`src/rtl/dae_pkg.sv`:
```
package dae_pkg;

	localparam int VALUE_W     = 32;
	localparam int NUM_DIGITS  = 10;
	localparam int IDX_W       = $clog2(NUM_DIGITS);
	localparam int CHAR_W      = 6;
	localparam int BITS_PER_CY = 4;
	localparam int STEP_CNT_W  = $clog2(VALUE_W / BITS_PER_CY);
	localparam int TDATA_W     = ((CHAR_W + 7) / 8) * 8;

	localparam logic [CHAR_W-1:0] ASCII_ZERO = CHAR_W'(48);
	localparam logic [3:0]        DABBLE_MIN = 4'd5;
	localparam logic [3:0]        DABBLE_ADD = 4'd3;

	typedef logic [NUM_DIGITS-1:0][3:0] bcd_t;

	typedef enum logic [3:0] {
		ST_IDLE = 4'b0001,
		ST_CONV = 4'b0010,
		ST_FIND = 4'b0100,
		ST_EMIT = 4'b1000
	} state_t;

	typedef struct packed {
		logic load;
		logic step;
		logic find;
		logic advance;
	} dae_cmd_t;

	typedef struct packed {
		logic conv_done;
		logic last;
	} dae_stat_t;

endpackage

```
`src/rtl/dae_datapath.sv`:
```
module dae_datapath
	import dae_pkg::*;
(
	input  logic                clk,
	input  logic                arst_n,
	input  dae_cmd_t            cmd,
	input  logic [VALUE_W-1:0]  value,
	output dae_stat_t           stat,
	output logic [CHAR_W-1:0]   digit_char,
	output logic                last_digit
);

	logic [VALUE_W-1:0]    bin_q;
	bcd_t                  bcd_q;
	logic [STEP_CNT_W-1:0] step_q;
	logic [IDX_W-1:0]      idx_q;

	bcd_t               bcd_nx;
	logic [VALUE_W-1:0] bin_nx;
	logic [IDX_W-1:0]   lead;

	// shift-and-add-3, BITS_PER_CY binary bits folded in per cycle
	always_comb begin
		bcd_nx = bcd_q;
		bin_nx = bin_q;
		for (int s = 0; s < BITS_PER_CY; s++) begin
			for (int d = 0; d < NUM_DIGITS; d++) begin
				if (bcd_nx[d] >= DABBLE_MIN) begin
					bcd_nx[d] = bcd_nx[d] + DABBLE_ADD;
				end
			end
			// top bit of the digit vector falls off; it is always zero here
			bcd_nx = (4*NUM_DIGITS)'({bcd_nx, bin_nx[VALUE_W-1]});
			bin_nx = {bin_nx[VALUE_W-2:0], 1'b0};
		end
	end

	// most significant nonzero digit; zero value points at digit 0
	always_comb begin
		lead = '0;
		for (int i = 0; i < NUM_DIGITS; i++) begin
			if (bcd_q[i] != 4'd0) begin
				lead = IDX_W'(i);
			end
		end
	end

	always_ff @(posedge clk) begin
		if (cmd.load) begin
			bin_q <= value;
			bcd_q <= '0;
		end else if (cmd.step) begin
			bin_q <= bin_nx;
			bcd_q <= bcd_nx;
		end
	end

	always_ff @(posedge clk or negedge arst_n) begin
		if (!arst_n) begin
			step_q <= '0;
			idx_q  <= '0;
		end else begin
			if (cmd.load) begin
				step_q <= '0;
			end else if (cmd.step) begin
				step_q <= step_q + 1'b1;
			end
			if (cmd.find) begin
				idx_q <= lead;
			end else if (cmd.advance) begin
				idx_q <= idx_q - 1'b1;
			end
		end
	end

	assign stat.conv_done = (step_q == '1);
	assign stat.last      = (idx_q == '0);

	assign digit_char = ASCII_ZERO + {{(CHAR_W-4){1'b0}}, bcd_q[idx_q]};
	assign last_digit = stat.last;

endmodule

```
`src/rtl/dae_ctrl.sv`:
```
module dae_ctrl
	import dae_pkg::*;
(
	input  logic      clk,
	input  logic      arst_n,
	input  logic      in_valid,
	output logic      in_ready,
	output logic      out_valid,
	input  logic      out_ready,
	input  dae_stat_t stat,
	output dae_cmd_t  cmd
);

	state_t state_q;
	state_t state_nx;

	always_comb begin
		state_nx    = state_q;
		cmd         = '0;
		in_ready    = 1'b0;
		out_valid   = 1'b0;
		case (state_q)
			ST_IDLE: begin
				in_ready = 1'b1;
				if (in_valid) begin
					cmd.load = 1'b1;
					state_nx = ST_CONV;
				end
			end
			ST_CONV: begin
				cmd.step = 1'b1;
				if (stat.conv_done) begin
					state_nx = ST_FIND;
				end
			end
			ST_FIND: begin
				cmd.find = 1'b1;
				state_nx = ST_EMIT;
			end
			ST_EMIT: begin
				out_valid = 1'b1;
				if (out_ready) begin
					if (stat.last) begin
						state_nx = ST_IDLE;
					end else begin
						cmd.advance = 1'b1;
					end
				end
			end
			default: begin
				state_nx = ST_IDLE;
			end
		endcase
	end

	always_ff @(posedge clk or negedge arst_n) begin
		if (!arst_n) begin
			state_q <= ST_IDLE;
		end else begin
			state_q <= state_nx;
		end
	end

endmodule

```
`src/rtl/decimal_ascii_emitter_top.sv`:
```
// Conversion runs shift-and-add-3 in ST_CONV (4 bits per cycle), then ST_FIND picks the
// leading digit; ST_EMIT then sends digits, one per cycle while m_tready is high.
// A new value is accepted only in idle, after the last digit of the previous one is taken.
// Reset (arst_n low, asynchronous) returns the controller to idle; payload is not cleared.
module decimal_ascii_emitter_top
	import dae_pkg::*;
(
	input  logic               clk,
	input  logic               arst_n,
	input  logic               s_tvalid,
	output logic               s_tready,
	input  logic [VALUE_W-1:0] s_tdata,   // [31:0] value
	output logic               m_tvalid,
	input  logic               m_tready,
	output logic [TDATA_W-1:0] m_tdata,   // [5:0] digit_char, [7:6] zero
	output logic               m_tlast    // last_digit
);

	dae_cmd_t          cmd;
	dae_stat_t         stat;
	logic [CHAR_W-1:0] digit_char;

	dae_ctrl u_ctrl (
		.clk       (clk),
		.arst_n    (arst_n),
		.in_valid  (s_tvalid),
		.in_ready  (s_tready),
		.out_valid (m_tvalid),
		.out_ready (m_tready),
		.stat      (stat),
		.cmd       (cmd)
	);

	dae_datapath u_dp (
		.clk        (clk),
		.arst_n     (arst_n),
		.cmd        (cmd),
		.value      (s_tdata),
		.stat       (stat),
		.digit_char (digit_char),
		.last_digit (m_tlast)
	);

	assign m_tdata = {{(TDATA_W-CHAR_W){1'b0}}, digit_char};

`ifndef SYNTH
	a_no_overlap: assert property (@(posedge clk) disable iff (!arst_n)
		m_tvalid |-> !s_tready)
		else $error("input ready while a digit is pending");

	a_digit_range: assert property (@(posedge clk) disable iff (!arst_n)
		m_tvalid |-> (m_tdata[5:0] <= 6'd57) && (m_tdata[5:0] >= 6'd48))
		else $error("digit out of ASCII range");

	a_idle_after_last: assert property (@(posedge clk) disable iff (!arst_n)
		(m_tvalid && m_tready && m_tlast) |=> (s_tready && !m_tvalid))
		else $error("not idle after last digit");

	a_run_continues: assert property (@(posedge clk) disable iff (!arst_n)
		(m_tvalid && m_tready && !m_tlast) |=> m_tvalid)
		else $error("digit run broken before last digit");
`endif

endmodule
```
`config.mk`:
```
export PLATFORM = sky130hd
export DESIGN_NAME = decimal_ascii_emitter_top
export DESIGN_NICKNAME = d
export VERILOG_FILES = /design/src/rtl/dae_pkg.sv /design/src/rtl/dae_datapath.sv /design/src/rtl/dae_ctrl.sv /design/src/rtl/decimal_ascii_emitter_top.sv
export SDC_FILE = /design/constraint.sdc
export NUM_CORES = 1
export LEC_CHECK = 0
export BUFFER_PORTS_ARGS = -buffer_cell sky130_fd_sc_hd__buf_2
export CORE_MARGIN = 4
export CORE_UTILIZATION = 38
export DETAILED_ROUTE_END_ITERATION = 10
export SLEW_MARGIN = 25
export SYNTH_ARGS = -nofsm -noshare
export SYNTH_HDL_FRONTEND = slang
export SYNTH_HIERARCHICAL = 1
export SYNTH_SLANG_ARGS = --single-unit
```
`constraint.sdc`:
```
create_clock -name clk -period 3.6 [get_ports clk]
set_clock_uncertainty 0.1 [all_clocks]
set_input_delay 0.72 -clock clk [delete_from_list [all_inputs] [get_ports clk]]
set_output_delay 0.72 -clock clk [all_outputs]
set_load 0.01 [all_outputs]
```
==> results of run 1 <==
==> final cells by class <==
type                    instances  area (µm²)  share of cell area
clock buffers                   9         225              0.0209
clock inverters                 7        51.3             0.00476
inverters                      37         139              0.0129
multi-input cells             912        6650               0.617
flip-flops and latches         83        2050               0.191
well taps                     313         392              0.0363
repair buffers                180        1270               0.118
==> state kept, by name (all words and copies together), names as in the netlist <==
name,cells
u_ctrl/state_q,4
u_dp/step_q,3
u_dp/bcd_q,40
u_dp/bin_q,32
u_dp/idx_q,4
==> what timing repair did <==
action | CTS | global route
setup buffers | 1 | 12
resized for setup | 4 | 87
endpoints found under the setup margin | 5 | 33
pin swaps | 1 | 22
endpoints found under the hold margin | 0 | 0
==> metrics by stage <==
stage	worst slack (ns)	TNS [ns]	std cells
floorplan	0.00732	0	1105
global route	-0.0817	-0.400	1541
finish	0.0745	0	1541
detailed placement	-0.0385	-0.0806	1512
CTS	0.00208	0	1529
global placement	-0.00905	-0.00905	1512
==> worst max-delay path, cell delays in order (launching register included) <==
cell                       delay [ns]
sky130_fd_sc_hd__dfxtp_1         0.34
sky130_fd_sc_hd__inv_1           0.07
sky130_fd_sc_hd__ha_2            0.23
sky130_fd_sc_hd__nor2b_2         0.18
sky130_fd_sc_hd__nor3_2          0.28
sky130_fd_sc_hd__a221oi_4        0.08
sky130_fd_sc_hd__or3_4           0.37
sky130_fd_sc_hd__and2_1          0.18
sky130_fd_sc_hd__ha_1            0.19
sky130_fd_sc_hd__maj3_1          0.34
sky130_fd_sc_hd__a221o_1         0.33
sky130_fd_sc_hd__mux2i_2         0.24
sky130_fd_sc_hd__and2_4          0.19
sky130_fd_sc_hd__nand2_1         0.06
sky130_fd_sc_hd__a311oi_2        0.25
==> per-layer routing <==
layer,GRT usage,routed length (µm),vias to the layer above
met3,0.0221,862,13
met2,0.297,11500,161
met1,0.263,11900,4182
met4,0.0333,170,0
met5,0,0,-
li1,-,-,4454
==> worst paths after layout <==
kind,from,end,slack (ns),cells after the start
max,u_dp/bcd_q[20],u_dp/bcd_q[31],0.07,14
min,arst_n,u_dp/step_q[0],0.16,1
max reg2reg,u_dp/bcd_q[20],u_dp/bcd_q[31],0.07,14
min reg2reg,u_dp/bin_q[28],u_dp/bcd_q[0],0.42,2
max in group asynchronous,arst_n,u_ctrl/state_q[0],2.95,1
min in group clk,u_dp/bin_q[28],u_dp/bcd_q[0],0.42,2
==> cell families after synthesis <==
kind of cell               after synthesis  synth area share
buffers and inverters                  110            0.0602
DFF                                     83             0.230
adders and majority gates               42            0.0573
and+or+nand+nor                        408             0.230
other                                    2          0.000846
AOI/OAI and AO/OA                      368             0.302
muxes                                   72            0.0990
xor gates and xnor gates                18            0.0207
==> layout by cell type (no fill, tap or decap), types with 7 or more instances in the layout <==
cell / synthesis / layout
sky130_fd_sc_hd__nand2b_1: 19 / 17
sky130_fd_sc_hd__buf_2: 12 / 42
sky130_fd_sc_hd__nor3_1: 37 / 35
sky130_fd_sc_hd__nor2b_1: 11 / 7
sky130_fd_sc_hd__ha_2: 0 / 8
sky130_fd_sc_hd__a211oi_2: 2 / 9
sky130_fd_sc_hd__mux2_2: 39 / 36
sky130_fd_sc_hd__mux4_2: 8 / 8
sky130_fd_sc_hd__dfxtp_2: 0 / 9
sky130_fd_sc_hd__buf_4: 8 / 136
sky130_fd_sc_hd__a31oi_1: 16 / 16
sky130_fd_sc_hd__a211oi_1: 21 / 13
sky130_fd_sc_hd__clkbuf_16: 0 / 9
sky130_fd_sc_hd__a21oi_1: 77 / 68
sky130_fd_sc_hd__dfrtp_1: 10 / 10
sky130_fd_sc_hd__o21ai_0: 56 / 51
sky130_fd_sc_hd__a21o_1: 9 / 9
sky130_fd_sc_hd__and2_1: 18 / 16
sky130_fd_sc_hd__maj3_1: 7 / 7
sky130_fd_sc_hd__nand2_1: 106 / 106
sky130_fd_sc_hd__a211o_1: 9 / 9
sky130_fd_sc_hd__xnor2_1: 13 / 11
sky130_fd_sc_hd__o22ai_1: 9 / 9
sky130_fd_sc_hd__o211ai_1: 23 / 23
sky130_fd_sc_hd__ha_1: 35 / 26
sky130_fd_sc_hd__or3_1: 12 / 11
sky130_fd_sc_hd__nor2_1: 97 / 94
sky130_fd_sc_hd__edfxtp_1: 32 / 32
sky130_fd_sc_hd__mux2i_1: 23 / 19
sky130_fd_sc_hd__o21a_1: 11 / 11
sky130_fd_sc_hd__inv_1: 34 / 29
sky130_fd_sc_hd__inv_2: 2 / 7
sky130_fd_sc_hd__o2111ai_1: 7 / 7
sky130_fd_sc_hd__nand3_1: 38 / 38
sky130_fd_sc_hd__o21ai_1: 8 / 11
sky130_fd_sc_hd__dfxtp_1: 40 / 30
sky130_fd_sc_hd__a21oi_2: 4 / 13
==> impl_results.md, run 1 <==
- Number of buffers on the longest clock path: 2
- Smallest hold slack: 0.163 ns
- Number of clock buffers inserted by TritonCTS: 9
- Worst endpoint data arrival time: ~3.7 ns
- Headroom to the max-slew limit: 0.469
- Hold bufs inserted after CTS: 0
- Top-level port count: 47
- Post-detailed-placement cell area: 10100 µm²
- Post-synthesis sequential element count: 83
- Area of the die: 25900 µm²
- Avg Synthesized Cell Area: 8.04 µm²
- Fin nets: roughly 1300
- Starting DRT DRC Count: 701
- Initial antenna violation count: 0
- Cell area after synthesis: 8870 µm²
- Global-route total usage across every layer: 0.182
- Worst-Margin Slew: ~0.80 ns
- Post-synthesis cell count: 1103
- WP data required: ~3.8 ns
- Peak Freq: around 0.28 GHz
- Number of slew-limit violations in the final report: 0
- Worst skew pair latency: 0.35 ns
- Via count of the first global-routing pass: 7936
- Worst min-delay path class: input port to async pin
- Post-synth EDFFs: 32
- Synth-to-layout area growth: 21.5%
- GR Overflow Total: 0
- Most common cell in the netlist: sky130_fd_sc_hd__nand2_1
- Share of the core filled with cells: 0.473
- Horizontal die dimension: 161 µm
- Number of remaining DRC errors: 0
- Period utilization: 0.979
- Clock tree from TritonCTS: built
- Min Tclk post-route: between 3 and 4 ns
- Number of fill cells: around 2200
- Initial Util: 0.390
- Critical Path Start Type: flip-flop
- Share of async-settable or async-resettable flops after synthesis: 0.133
- Max-capacitance violation count: 0
- Endpoint type of the worst setup path: flip-flop
- Fraction of final layout cells sized beyond drive strength 1: 0.309
- Class of the most critical setup path: flip-flop to flip-flop
- Top cell type's share of synthesized area: 0.108
- Antenna-violating nets left: 0
- Count of input and output buffers: 42
- Library cell with the largest summed area after synthesis: sky130_fd_sc_hd__edfxtp_1
- CTS sink cnt: 83
- Sequential element share of the synthesized area: 0.230
- Root buffer cell: sky130_fd_sc_hd__clkbuf_16
- Maximum level of the CTS H-tree: 3
- Detailed placement HPWL: 18200 µm
- Final Instance Area: 10800 µm²
- Commonest cells in the synthesized netlist: sky130_fd_sc_hd__nand2_1 (106), sky130_fd_sc_hd__nor2_1 (97), sky130_fd_sc_hd__a21oi_1 (77)
- Count of endpoints failing hold in the final timing report: 0
- Biggest area contributors in the synthesized netlist: sky130_fd_sc_hd__edfxtp_1 (11%), sky130_fd_sc_hd__dfxtp_1 (9.0%), sky130_fd_sc_hd__mux2_2 (4.9%)
- Number of rows in the core area: 55
- Drt pass-1 iters: 5
- Aggregate routed wire length: roughly 24000 µm
- Height of the die: 161 µm
- Via count: 8810
- Routability-driven placement congestion ratio: 0.861
- Count of unique library cells instantiated by Yosys: between 100 and 150
- CTS clock-pin slew for the worst setup and hold paths: 0.07 ns
- Largest net degree at the start of global routing: 39
- Inserted Diodes: 0
- Routed wire per std cell: around 16 µm
- Setup-failing EPs final: 0
- Placeable Area: between 20000 and 25000 µm²
- Global-route wire length before repair: approximately 40000 µm
- Predominant post-synthesis flop cell: sky130_fd_sc_hd__dfxtp_1
- Unrepaired setup endpoints after global routing: yes
- Result of the run: complete, no violations
- Highest net fanout along the worst path: 5
- Via count normalized by instance count: 5.72
- Warnings from Yosys: 6
Power of run 1 is not shown: default switching activity piles up to over one toggle a cycle in this logic, so the estimate is an artifact.
==> run 2: changes to the inputs <==
--- a/config.mk
+++ b/config.mk
@@ -11,2 +11,3 @@
 export DETAILED_ROUTE_END_ITERATION = 10
+export RECOVER_POWER = 50
 export SLEW_MARGIN = 25
==> constraint.sdc (replaced) <==
create_clock -name clk -period 3.6 [get_ports clk]
set_clock_uncertainty 0.1 [all_clocks]
set_input_delay 0.18 -clock clk [delete_from_list [all_inputs] [get_ports clk]]
set_output_delay 0.18 -clock clk [all_outputs]
set_load 0.01 [all_outputs]
==> run 2 against run 1 <==
  * Final cell count grew 0.71%
  * Global-route usage up 0.31 points
  * Flip-flop and latch count is the same
  * Largest cell class unchanged
  * First-iteration DRC count decreased by 36%
  * Critical path type unchanged
  * Critical endpoint is now u_dp/bcd_q[20]
==> impl_results.md, run 2 (synthesis gave the netlist of run 1 again) <==
- Initial antenna violation count: 1
- CTS clock-pin slew for the worst setup and hold paths: 0.07 ns
- Critical Path Start Type: flip-flop
- Antenna-violating nets left: 0
- Most common cell after layout, fill and taps aside: sky130_fd_sc_hd__buf_4
- Worst-Margin Slew: 0.865 ns
- Number of buffers on the longest clock path: 2
- Number of remaining DRC errors: 0
- CTS sink cnt: a little over 80
- Class of the most critical setup path: flip-flop to flip-flop
- Final worst-path setup slack: 0.107 ns
- Top-level port count: 47
- Count of input and output buffers: 42
- Worst endpoint data arrival time: 3.65 ns
- Via count: ~8900
- Combined area of the multi-input logic cells: 6730 µm²
- Initial Util: 0.390
- Worst min-delay path class: input port to flip-flop
- Flip-flop count of the largest register after layout: 40
- Inserted Diodes: 0
- Drt pass-1 iters: 4
- Maximum level of the CTS H-tree: 3
- Biggest register: u_dp/bcd_q
- Min Tclk post-route: 3.49 ns
- Highest net fanout along the worst path: 4
- Commonest non-fill, non-tap cells in the layout: sky130_fd_sc_hd__buf_4 (142), sky130_fd_sc_hd__nand2_1 (106), sky130_fd_sc_hd__nor2_1 (96), sky130_fd_sc_hd__a21oi_1 (71), sky130_fd_sc_hd__o21ai_0 (48)
- Registers with the highest flip-flop counts: u_dp/bcd_q: 40 flops, u_dp/bin_q: 32 flops
- Global-route total usage across every layer: 0.185
- Sequential cell area: ~2000 µm²
- Fraction of final layout cells sized beyond drive strength 1: 0.312
- Number of slew-limit violations in the final report: 0
- Number of clock buffers inserted by TritonCTS: 9
- Worst skew pair latency: 0.35 ns
- Height of the die: roughly 160 µm
- Clock tree from TritonCTS: built
- Via count normalized by instance count: 5.72
- Horizontal die dimension: around 160 µm
- Fin nets: 1305
- Root buffer cell: sky130_fd_sc_hd__clkbuf_16
- Number of fill cells: 2214
- Endpoint type of the worst setup path: flip-flop
- Peak Freq: 0.286 GHz
- Number of rows in the core area: 55
- Period utilization: 0.970
- Area of the die: 25900 µm²
- Aggregate routed wire length: 25000 µm
- Result of the run: complete, no violations
- Setup-failing EPs final: 0
- Routability-driven placement congestion ratio: between 0.8 and 0.9
- Starting DRT DRC Count: 446
- Placeable Area: roughly 23000 µm²
- Post-Place Worst Slack: -0.0932 ns
- Synth-to-layout area growth: 23.1%
- WP data required: 3.76 ns
- GR Overflow Total: 0
- Via count of the first global-routing pass: 8124
- Routed wire per std cell: between 15 and 20 µm
- Detailed placement HPWL: roughly 19000 µm
- Largest net degree at the start of global routing: 39
- Max-capacitance violation count: 0
- Global-route wire length before repair: 40800 µm
- Headroom to the max-slew limit: 0.423
- Count of endpoints failing hold in the final timing report: 0
-- run 2: metal layers --
metal	track usage	wire, µm
met5	0	13
met4	0.0396	317
met3	0.0295	870
met2	0.301	11800
met1	0.261	12100
-- run 2: through the flow --
stage	hold slack, ns	utilization	area, µm²	std cells	setup TNS, ns
finish	0.0118	0.479	10900	1552	0
global placement	-0.00602	0.442	10100	1515	-0.00237
detailed placement	-0.00148	0.442	10100	1515	-0.267
global route	0.0130	0.479	10900	1552	-0.0943
CTS	0.000851	0.457	10400	1533	0
floorplan	-0.216	-	8890	1105	0
-- run 2: final timing paths --
check	startpoint	endpoint	slack, ns	cells after the start
setup / recovery	u_dp/bcd_q[12]	u_dp/bcd_q[20]	0.11	14
hold / removal	s_tdata[0]	u_dp/bin_q[0]	0.01	2
setup reg to reg	u_dp/bcd_q[12]	u_dp/bcd_q[20]	0.11	14
hold reg to reg	u_dp/bcd_q[33]	u_dp/bcd_q[33]	0.41	2
max in group asynchronous	arst_n	u_dp/idx_q[3]	2.58	2
min in group asynchronous	arst_n	u_ctrl/state_q[3]	0.33	2
-- run 2: layout make-up --
cell class	instances	share of cell area
multi-input cells	912	0.617
clock inverters	7	0.00538
flip-flops and latches	83	0.188
repair buffers	191	0.121
inverters	37	0.0127
well taps	313	0.0359
clock buffers	9	0.0206
-- run 2: what timing repair did --
item	CTS	global route
pin swaps	1	34
gates resized for setup	11	105
hold buffers	2	0
endpoints found under the hold margin	12	0
setup buffers	0	20
endpoints found under the setup margin	8	32
-- run 2: worst max-delay path, stage by stage (launching register included) --
cell and delay (ns):
sky130_fd_sc_hd__dfxtp_2 0.36, sky130_fd_sc_hd__inv_1 0.06, sky130_fd_sc_hd__ha_1 0.22, sky130_fd_sc_hd__nor2b_4 0.15
sky130_fd_sc_hd__o21ba_2 0.22, sky130_fd_sc_hd__mux2_4 0.31, sky130_fd_sc_hd__or3_4 0.39, sky130_fd_sc_hd__and2_4 0.17
sky130_fd_sc_hd__ha_1 0.19, sky130_fd_sc_hd__maj3_1 0.36, sky130_fd_sc_hd__a211oi_2 0.19, sky130_fd_sc_hd__mux2_4 0.20
sky130_fd_sc_hd__o21ai_2 0.07, sky130_fd_sc_hd__and3_1 0.16, sky130_fd_sc_hd__o32ai_1 0.24
Power of run 2 is left out for the same reason.
